===== src/rtl/mcop_pkg.sv =====
`timescale 1ns / 1ps
// Shared types, constants, coefficient tables and sequencer program for the option payoff block.
package mcop_pkg;

    localparam logic [47:0] PRICE_MAX   = 48'hFFFF_FFFF_FFFF;
    localparam logic [24:0] ONE_Q24     = 25'h100_0000;
    localparam logic [31:0] ONE_Q30     = 32'h4000_0000;
    localparam logic [32:0] TWO_LN2_Q30 = 33'd1488522236;
    localparam logic [32:0] LN2_Q30     = 33'd744261118;
    localparam logic [32:0] INV_LN2_Q30 = 33'd1549082005;
    localparam logic [32:0] TWO_PI_Q30  = 33'd6746518852;

    localparam logic [2:0] REG_DRIFT  = 3'd0;
    localparam logic [2:0] REG_VOL    = 3'd1;
    localparam logic [2:0] REG_STRIKE = 3'd2;
    localparam logic [2:0] REG_CALL   = 3'd3;
    localparam logic [2:0] REG_DISC   = 3'd4;

    typedef logic [4:0] op_t;

    localparam op_t OP_NOP     = 5'd0;
    localparam op_t OP_CAPTURE = 5'd1;
    localparam op_t OP_LOAD    = 5'd2;
    localparam op_t OP_NORM    = 5'd3;
    localparam op_t OP_SQ      = 5'd4;
    localparam op_t OP_LOGL    = 5'd5;
    localparam op_t OP_R2      = 5'd6;
    localparam op_t OP_SQRT    = 5'd7;
    localparam op_t OP_TH      = 5'd8;
    localparam op_t OP_Y       = 5'd9;
    localparam op_t OP_CH      = 5'd10;
    localparam op_t OP_Z       = 5'd11;
    localparam op_t OP_W       = 5'd12;
    localparam op_t OP_X       = 5'd13;
    localparam op_t OP_G       = 5'd14;
    localparam op_t OP_EH      = 5'd15;
    localparam op_t OP_D1      = 5'd16;
    localparam op_t OP_D2      = 5'd17;
    localparam op_t OP_PRICE   = 5'd18;
    localparam op_t OP_PAY     = 5'd19;
    localparam op_t OP_ACC     = 5'd20;
    localparam op_t OP_DIVI    = 5'd21;
    localparam op_t OP_DIV     = 5'd22;
    localparam op_t OP_MP1     = 5'd23;
    localparam op_t OP_MP2     = 5'd24;
    localparam op_t OP_MP3     = 5'd25;
    localparam op_t OP_EMIT    = 5'd26;

    typedef logic [4:0] pc_t;

    localparam pc_t PC_LANE_LAST  = 5'd18;
    localparam pc_t PC_FINAL      = 5'd19;
    localparam pc_t PC_FINAL_LAST = 5'd23;

    typedef struct packed {
        op_t        op;
        logic       phase;
        logic [5:0] step;
    } cmd_t;

    typedef struct packed {
        logic last;
    } stat_t;

    typedef struct packed {
        logic [47:0] drift_scale;
        logic [31:0] vol_scale;
        logic [47:0] strike;
        logic        is_call;
        logic [24:0] discount;
    } cfg_t;

    typedef struct packed {
        op_t        op;
        logic [6:0] reps;
    } prog_t;

    function automatic logic op_is_mul(op_t op);
        logic r;
        unique case (op) inside
            OP_SQ, OP_R2, OP_TH, OP_Y, OP_CH, OP_Z, OP_W, OP_X, OP_G, OP_EH,
            OP_D1, OP_D2, OP_MP1, OP_MP2, OP_MP3: r = 1'b1;
            default: r = 1'b0;
        endcase
        return r;
    endfunction

    function automatic prog_t prog_entry(pc_t pc);
        prog_t e;
        unique case (pc)
            5'd0:    e = '{OP_LOAD,  7'd1};
            5'd1:    e = '{OP_NORM,  7'd5};
            5'd2:    e = '{OP_SQ,    7'd24};
            5'd3:    e = '{OP_LOGL,  7'd1};
            5'd4:    e = '{OP_R2,    7'd1};
            5'd5:    e = '{OP_SQRT,  7'd32};
            5'd6:    e = '{OP_TH,    7'd1};
            5'd7:    e = '{OP_Y,     7'd1};
            5'd8:    e = '{OP_CH,    7'd6};
            5'd9:    e = '{OP_Z,     7'd1};
            5'd10:   e = '{OP_W,     7'd1};
            5'd11:   e = '{OP_X,     7'd1};
            5'd12:   e = '{OP_G,     7'd1};
            5'd13:   e = '{OP_EH,    7'd10};
            5'd14:   e = '{OP_D1,    7'd1};
            5'd15:   e = '{OP_D2,    7'd1};
            5'd16:   e = '{OP_PRICE, 7'd1};
            5'd17:   e = '{OP_PAY,   7'd1};
            5'd18:   e = '{OP_ACC,   7'd1};
            5'd19:   e = '{OP_DIVI,  7'd1};
            5'd20:   e = '{OP_DIV,   7'd64};
            5'd21:   e = '{OP_MP1,   7'd1};
            5'd22:   e = '{OP_MP2,   7'd1};
            5'd23:   e = '{OP_MP3,   7'd1};
            default: e = '{OP_NOP,   7'd1};
        endcase
        return e;
    endfunction

    function automatic logic [30:0] cos_coef(logic [2:0] k);
        logic [30:0] c;
        case (k)
            3'd0:    c = 31'd1073741824;
            3'd1:    c = 31'd536870912;
            3'd2:    c = 31'd44739243;
            3'd3:    c = 31'd1491308;
            3'd4:    c = 31'd26631;
            3'd5:    c = 31'd296;
            3'd6:    c = 31'd2;
            default: c = 31'd0;
        endcase
        return c;
    endfunction

    function automatic logic [30:0] exp_coef(logic [3:0] k);
        logic [30:0] c;
        case (k)
            4'd0:    c = 31'd1073741824;
            4'd1:    c = 31'd1073741824;
            4'd2:    c = 31'd536870912;
            4'd3:    c = 31'd178956971;
            4'd4:    c = 31'd44739243;
            4'd5:    c = 31'd8947849;
            4'd6:    c = 31'd1491308;
            4'd7:    c = 31'd213044;
            4'd8:    c = 31'd26631;
            4'd9:    c = 31'd2959;
            4'd10:   c = 31'd296;
            default: c = 31'd0;
        endcase
        return c;
    endfunction

endpackage


===== src/rtl/mcop_ctrl.sv =====
`timescale 1ns / 1ps
// Sequencer state machine that steps the datapath through the lane and final programs.
module mcop_ctrl
    import mcop_pkg::*;
#(
    parameter int LANES  = 4,
    parameter int LANE_W = 2
)(
    input  logic              clk,
    input  logic              rst_n,
    input  logic              s_tvalid,
    output logic              s_tready,
    output logic              m_tvalid,
    input  logic              m_tready,
    input  stat_t             stat,
    output cmd_t              cmd,
    output logic [LANE_W-1:0] lane
);

    localparam logic [1:0] ST_IDLE = 2'd0;
    localparam logic [1:0] ST_RUN  = 2'd1;
    localparam logic [1:0] ST_EMIT = 2'd2;

    logic [1:0]        state_reg, state_next;
    pc_t               pc_reg, pc_next;
    logic [5:0]        step_reg, step_next;
    logic              phase_reg, phase_next;
    logic [LANE_W-1:0] lane_reg, lane_next;
    logic              out_valid_reg, out_valid_next;
    prog_t             ent;
    logic              mul_op;
    logic              step_end;
    logic              lane_end;

    assign ent      = prog_entry(pc_reg);
    assign mul_op   = op_is_mul(ent.op);
    assign step_end = ({1'b0, step_reg} == (ent.reps - 7'd1));
    assign lane_end = (lane_reg == LANE_W'(LANES - 1));

    always_comb
    begin
        state_next = state_reg;
        pc_next    = pc_reg;
        step_next  = step_reg;
        phase_next = phase_reg;
        lane_next  = lane_reg;
        cmd        = '{OP_NOP, 1'b0, 6'd0};
        unique case (state_reg)
            ST_IDLE:
            begin
                if (s_tvalid)
                begin
                    cmd.op     = OP_CAPTURE;
                    state_next = ST_RUN;
                    pc_next    = '0;
                    step_next  = '0;
                    phase_next = 1'b0;
                    lane_next  = '0;
                end
            end
            ST_RUN:
            begin
                cmd = '{ent.op, phase_reg, step_reg};
                if (mul_op && !phase_reg)
                begin
                    phase_next = 1'b1;
                end
                else
                begin
                    phase_next = 1'b0;
                    if (step_end)
                    begin
                        step_next = '0;
                        if (pc_reg == PC_LANE_LAST)
                        begin
                            if (lane_end)
                            begin
                                lane_next = '0;
                                if (stat.last)
                                begin
                                    pc_next = PC_FINAL;
                                end
                                else
                                begin
                                    state_next = ST_IDLE;
                                end
                            end
                            else
                            begin
                                lane_next = lane_reg + 1'b1;
                                pc_next   = '0;
                            end
                        end
                        else if (pc_reg == PC_FINAL_LAST)
                        begin
                            state_next = ST_EMIT;
                        end
                        else
                        begin
                            pc_next = pc_reg + 1'b1;
                        end
                    end
                    else
                    begin
                        step_next = step_reg + 1'b1;
                    end
                end
            end
            ST_EMIT:
            begin
                if (!out_valid_reg || m_tready)
                begin
                    cmd.op     = OP_EMIT;
                    state_next = ST_IDLE;
                end
            end
            default:
            begin
                state_next = ST_IDLE;
            end
        endcase
    end

    assign out_valid_next = (cmd.op == OP_EMIT) || (out_valid_reg && !m_tready);

    always_ff @(posedge clk or negedge rst_n)
    begin
        if (!rst_n)
        begin
            state_reg     <= ST_IDLE;
            pc_reg        <= '0;
            step_reg      <= '0;
            phase_reg     <= 1'b0;
            lane_reg      <= '0;
            out_valid_reg <= 1'b0;
        end
        else
        begin
            state_reg     <= state_next;
            pc_reg        <= pc_next;
            step_reg      <= step_next;
            phase_reg     <= phase_next;
            lane_reg      <= lane_next;
            out_valid_reg <= out_valid_next;
        end
    end

    assign s_tready = (state_reg == ST_IDLE);
    assign m_tvalid = out_valid_reg;
    assign lane     = lane_reg;

    a_emit_free: assert property (@(posedge clk) disable iff (!rst_n)
        (cmd.op == OP_EMIT) |-> (!out_valid_reg || m_tready))
        else $error("result overwritten before it was taken");

    a_emit_idle: assert property (@(posedge clk) disable iff (!rst_n)
        (cmd.op == OP_EMIT) |=> (state_reg == ST_IDLE && out_valid_reg))
        else $error("emit did not return to idle with a valid result");

    a_phase_mul: assert property (@(posedge clk) disable iff (!rst_n)
        cmd.phase |-> op_is_mul(cmd.op))
        else $error("second phase issued for a non-multiply step");

    a_step_range: assert property (@(posedge clk) disable iff (!rst_n)
        (state_reg == ST_RUN) |-> ({1'b0, step_reg} < ent.reps))
        else $error("step count ran past the program entry");

endmodule


===== config.mk =====
export PLATFORM = sky130hd
export DESIGN_NAME = mcop_ctrl
export DESIGN_NICKNAME = d
export VERILOG_FILES = /design/src/rtl/mcop_pkg.sv /design/src/rtl/mcop_ctrl.sv
export SDC_FILE = /design/constraint.sdc
export NUM_CORES = 1
export LEC_CHECK = 0
export BUFFER_PORTS_ARGS = -buffer_cell sky130_fd_sc_hd__buf_4
export CAP_MARGIN = 40
export CORE_MARGIN = 2
export CORE_UTILIZATION = 25
export DETAILED_ROUTE_END_ITERATION = 10
export SYNTH_ARGS = -nofsm -noshare
export SYNTH_HDL_FRONTEND = slang
export SYNTH_SLANG_ARGS = --single-unit

===== constraint.sdc =====
create_clock -name clk -period 5.25 [get_ports clk]
set_input_delay 0.2625 -clock clk [delete_from_list [all_inputs] [get_ports clk]]
set_output_delay 0.2625 -clock clk [all_outputs]
set_load 0.005 [all_outputs]

### Yosys cells after proc, flatten, opt, wreduce, memory -nomap -nowiden

Memories as Yosys holds them, arrays and structs flattened.
Cells that the tools add are included.

* logic and storage cells: 93
* ROM bits: 384
* memories kept: 1
* bits in registers: 17
* input bits: 5

* equality and inequality tests: 32
* add/sub/neg operators: 4
* mux-type cells: 35
* reduce and logical (&&, ||, !) cells: 15

Memories
* (no name shown): depth 32, width 12, read ports 1, clocked after memory_dff 0, write ports 0, RTL line mcop_pkg.sv:90 `unique case (pc)`

Operator list (number)
* 5-bit by 4-bit == test with 1-bit output (second input constant): 8
* 5-bit == test (second input constant): 8
* 5-bit two-way mux: 8
* 2-bit two-way mux: 13
* 6-bit two-way mux: 3
* 5-bit one-hot mux with 3 select lines: 1
* 15-bit OR reduction: 1
* 3-bit inequality test (second input constant): 4
* 6-bit one-hot mux with 2 select lines: 1
* 5-bit by 3-bit == test with 1-bit output (second input constant): 2
* 2-bit inequality test (second input constant): 5
* 5-bit one-hot mux with 2 select lines: 1
* 6-bit by 7-bit == test with 1-bit output: 1
* 7-bit two-way mux: 1
* 7-bit AND reduction: 1
* 7-bit by 1-bit subtractor with 7-bit output (second input constant): 1
* 6-bit by 1-bit adder with 6-bit output (second input constant): 1
* 2-bit one-hot mux with 3 select lines: 1
* 6-bit AND reduction: 1
* 5-bit by 1-bit adder with 5-bit output (second input constant): 1
* 5-bit AND reduction: 1
* 2-bit == test (second input constant): 2
* 1-bit two-way mux: 4
* 4-bit inequality test (second input constant): 1
* other kinds (11): 15

### Logic depth before layout (Yosys ltp)

An unclocked memory read counts as a cell.

* word-level depth: 7
* gate-level depth with buffers: 13
* depth with buffers taken out: 13

### Least setup slack after synthesis

OpenSTA, ideal clock, no wires.

* path kind: reg2reg
* start point: reg pc_reg[1]
* end point: reg pc_reg[3]
* path slack: 1.884 ns
* data arrival time: 3.297 ns
* buffers on the path: 0
* cell stages (with the launch flop): 13
* library setup time: 0.069 ns
* period minus slack after synthesis: 3.366 ns
* cells stage by stage: dfrtp_1 > inv_1 > ha_1 > and3b_1 > a2111oi_1 > inv_1 > ha_1 > nor3_1 > nand3_1 > a2111oi_4 > nand3_4 > or4_1 > nand3_1

* word-level cells in the longest chain between the ends: 7
* elaborated cells between the ends (all ways): 34

Ends and longest elaborated chain
* from (decl): RTL line mcop_ctrl.sv:25 `pc_t pc_reg, pc_next;`
* from (signal assigned): RTL line mcop_ctrl.sv:140 `pc_reg <= pc_next;`
* parallel branches: the longest is 7 deep, another holds memory 32 x 12 bit

Parallel ways; which one is timed is not known. The select of a mux whose other input is x is not followed.
A chain may end at the register's enable or synchronous reset.

### Worst setup path after layout

Ends and elaborated chain as after synthesis.

==> impl_metrics.py <==
metrics = {
    "floorplan": {
        "core_area_sq_um": 5920,
        "die_w_um": 82.4,
        "io_pins": 21,
        "dieArea_sq_um": 6790,
        "num_rows": 28,
        "fp.dieH_um": 82.4,
        "initial_core_util_pct": 26.0,
    },
    "yosys": {
        "synth_top_area_cell": "dfrtp_1",
        "synthArstFlopShare_pct": 100,
        "syn_area_per_cell_sq_um": 8.09,
        "yosysTopAreaCellShare_pct": 27.7,
        "yosysWarnings": 0,
        "synth_seq_cells": 17,
        "synth_xor_area_share_pct": 2.28,
        "synth_area_sq_um": 1540,
        "syn_nets": 204,
        "synth.area.mux_share_pct": 4.64,
        "synth-edff-count": 0,
        "synthAdderAreaFrac_pct": 7.33,
        "yosys.area_share.simple_pct": 30.9,
        "synthFlopType": "dfrtp_1",
        "syn_inst": 190,
        "yosysSeqAreaShare_pct": 27.7,
        "synth-compound-area-share_pct": 22.1,
        "synth_area_leaders": "dfrtp_1, ha_1, nand2_1",
        "ys_types": 46,
        "synth_top_family_by_area": "simple AND/OR/NAND/NOR gates",
    },
    "global_route": {
        "grt_remaining_overflow": 0,
        "grt_pass1_wl_um": 6400,
        "gr-usage-all-layers_pct": 12.0,
        "grt_pass1_vias": 1387,
        "antenna_found_initial": 0,
        "grt_max_degree": 18,
    },
    "critical_path": {
        "cpMaxStageDelayCell": "a2111oi_4",
        "cp_max_fo": 9,
        "rr_startpoint": "pc_reg[1]",
        "worstSetupEndpointType": "register",
        "worstPathArrival_ps": 3930,
        "crit_chain": "inv_1, ha_1, and3b_1, a2111oi_1, inv_1, ha_1, nor3_1, nand3_1, a2111oi_4, nand3_4, or4_1, nand3_1",
        "crit_type": "reg -> reg",
        "cp_slowest_stage_delay_ps": 630,
        "critPathRequiredTime_ps": 5440,
        "cp-start-kind": "register",
        "startpoint": "pc_reg[1]",
    },
    "clock_tree": {
        "cts_made_buffers": 3,
        "cts_tree": "yes",
        "post-cts-setup-buffers": 0,
        "cts.clk_slew.worst_paths_ps": 70,
        "h-tree-depth": 1,
        "cts_sinks": 17,
        "clock_path_buffers": 2,
        "clock_latency_ps": 250,
        "clockRootBuffer": "clkbuf_8",
        "cts_resized": 0,
    },
    "final_layout": {
        "n_antenna_cell": 0,
        "num-nets-final": 223,
        "syn_to_final_growth_pct": 17.9,
        "layout.cells.most_common": "nand2_1",
        "layout_common_cells": "nand2_1, buf_4, dfrtp_1, o21ai_0, nor2_1",
        "drive_above_1_share_pct": 13.5,
        "final_area_sq_um": 1810,
        "largest_register_ffs": 6,
    },
    "detailed_routing": {
        "drt-total-wl_um": 3760,
        "drc_errors": 0,
        "antenna_left": 0,
        "via_count": 1430,
        "wl_per_cell_um": 13.3,
        "drtPass1Iterations": 4,
        "first_iter_violations": 65,
        "drt-vias-per-instance": 5.05,
    },
    "timing": {
        "rsz0062_at_grt": "false",
        "setup_viol": 0,
        "final_hold_viol_count": 0,
        "finalSetupTns_ps": 0,
        "worst_slew_pin_slew_ps": 635,
        "max_freq_ghz": 0.267,
        "max_slew_margin_pct": 57.7,
        "fin_crit_sh_pct": 71.3,
        "drv_slew": 0,
        "finClkSkew_ps": 2.00,
        "fin_crit_ps": 3740,
    },
    "outcome": {
        "status": "completed",
    },
    "power_and_ir_drop": {
        "ir_worst_vdd_mv": 0.256,
        "pwr_density_cell_nw_per_um2": 515,
        "leakage_nw": 0.801,
    },
    "placement": {
        "place_area_sq_um": 1760,
        "io_buffers": 20,
        "hpwl_um": 2840,
        "gp_congestion": 0.832,
    },
    "min_path": {
        "hp-start": "s_tvalid",
        "hp-class": "in -> reg",
    },
    "job": {
        "max-cap-violations": 0,
    },
}
## logic make-up (layout without fill, tap and decap cells)
group	Yosys count	count (layout)
buffers and inverters	20	38
adders and majority gates	9	9
xor gates and xnor gates	4	4
DFF	17	17
muxes	7	7
AOI/OAI and AO/OA	46	46
and+or+nand+nor	87	87
## synth_stat cells (all sizes together) (2+ instances only)
library cell	count
and2	6
o31ai	3
clkbuf	7
nor4b	4
nor3b	2
o21ai	12
nand3b	2
a2111oi	2
or4	3
nor2b	8
nand2b	6
a211o	2
a32o	2
nand3	12
nand2	25
buf	2
o22ai	3
a21oi	5
dfrtp	17
xnor2	4
mux2i	6
nor2	12
and3b	2
a211oi	2
o211ai	3
a221oi	2
inv	11
ha	9
## area by class of cell
cell class / instances / area, sq um
Inverter: 11 / 41.3
Clock inverter: 1 / 5.00
Clock buffer: 3 / 41.3
Tap cell: 75 / 93.8
Sequential cell: 17 / 425
Multi-Input combinational cell: 153 / 1030
Fill cell: 617 / 4110
Timing Repair Buffer: 23 / 171
## power by group
group	total (W)	leakage, nW	internal [W]	switching [W]
sequential	0.000219	0.230	0.000161	0.0000576
combinational	0.000613	0.546	0.000257	0.000356
clock	0.000101	0.0255	0.0000527	0.0000480
total	0.000933	0.801	0.000471	0.000462
## critical path, delay by kind of cell, from the launching register on
kind                     cells  cell delay [ps]
AO/OA/AOI/OAI                2             1170
adder cells (fa/ha/maj)      2              480
buffers and inverters        2              230
flip-flops                   1              480
AND/OR/NAND/NOR              6             1330
## stage by stage
step / total power, W / std cells / worst slack (ps) / utilization (%) / hold slack (ps)
2_1_floorplan: 0.000667 / 190 / 1880 / - / -33.1
3_3_place_gp: 0.000835 / 277 / 1640 / 29.6 / 149
3_5_place_dp: 0.000831 / 278 / 1580 / 29.6 / 148
4_1_cts: 0.000935 / 283 / 1550 / 30.6 / 282
5_1_grt: 0.00103 / 283 / 1130 / 30.6 / 292
6_report: 0.000933 / 283 / 1510 / 30.6 / 274
## what timing repair did
item	CTS	global route
endpoints found under the hold margin	17	0
hold buffers	1	0
endpoints found under the setup margin	0	0
## final timing paths
check	endpoint	slack [ps]	cells past startpoint
worst max-delay path	pc_reg[3]	1510	12
worst min-delay path	state_reg[0]	270	3
worst max register to register	pc_reg[3]	1510	12
worst min register to register	phase_reg	500	2
max in group asynchronous	pc_reg[3]	4640	2
min in group asynchronous	m_tvalid	410	2
## layer usage
layer  part of all wire (%)  vias to the layer above  GRT usage, %  wire length, um
li1                       -                      724             -                -
met1                     47                      680          15.1             1770
met2                     49                       21          21.1             1850
met3                    2.7                        5          1.41              100
met4                   0.98                        0          4.17               37
met5                      0                        -             0                0
Note: power is estimated with default switching activity, not from simulation.
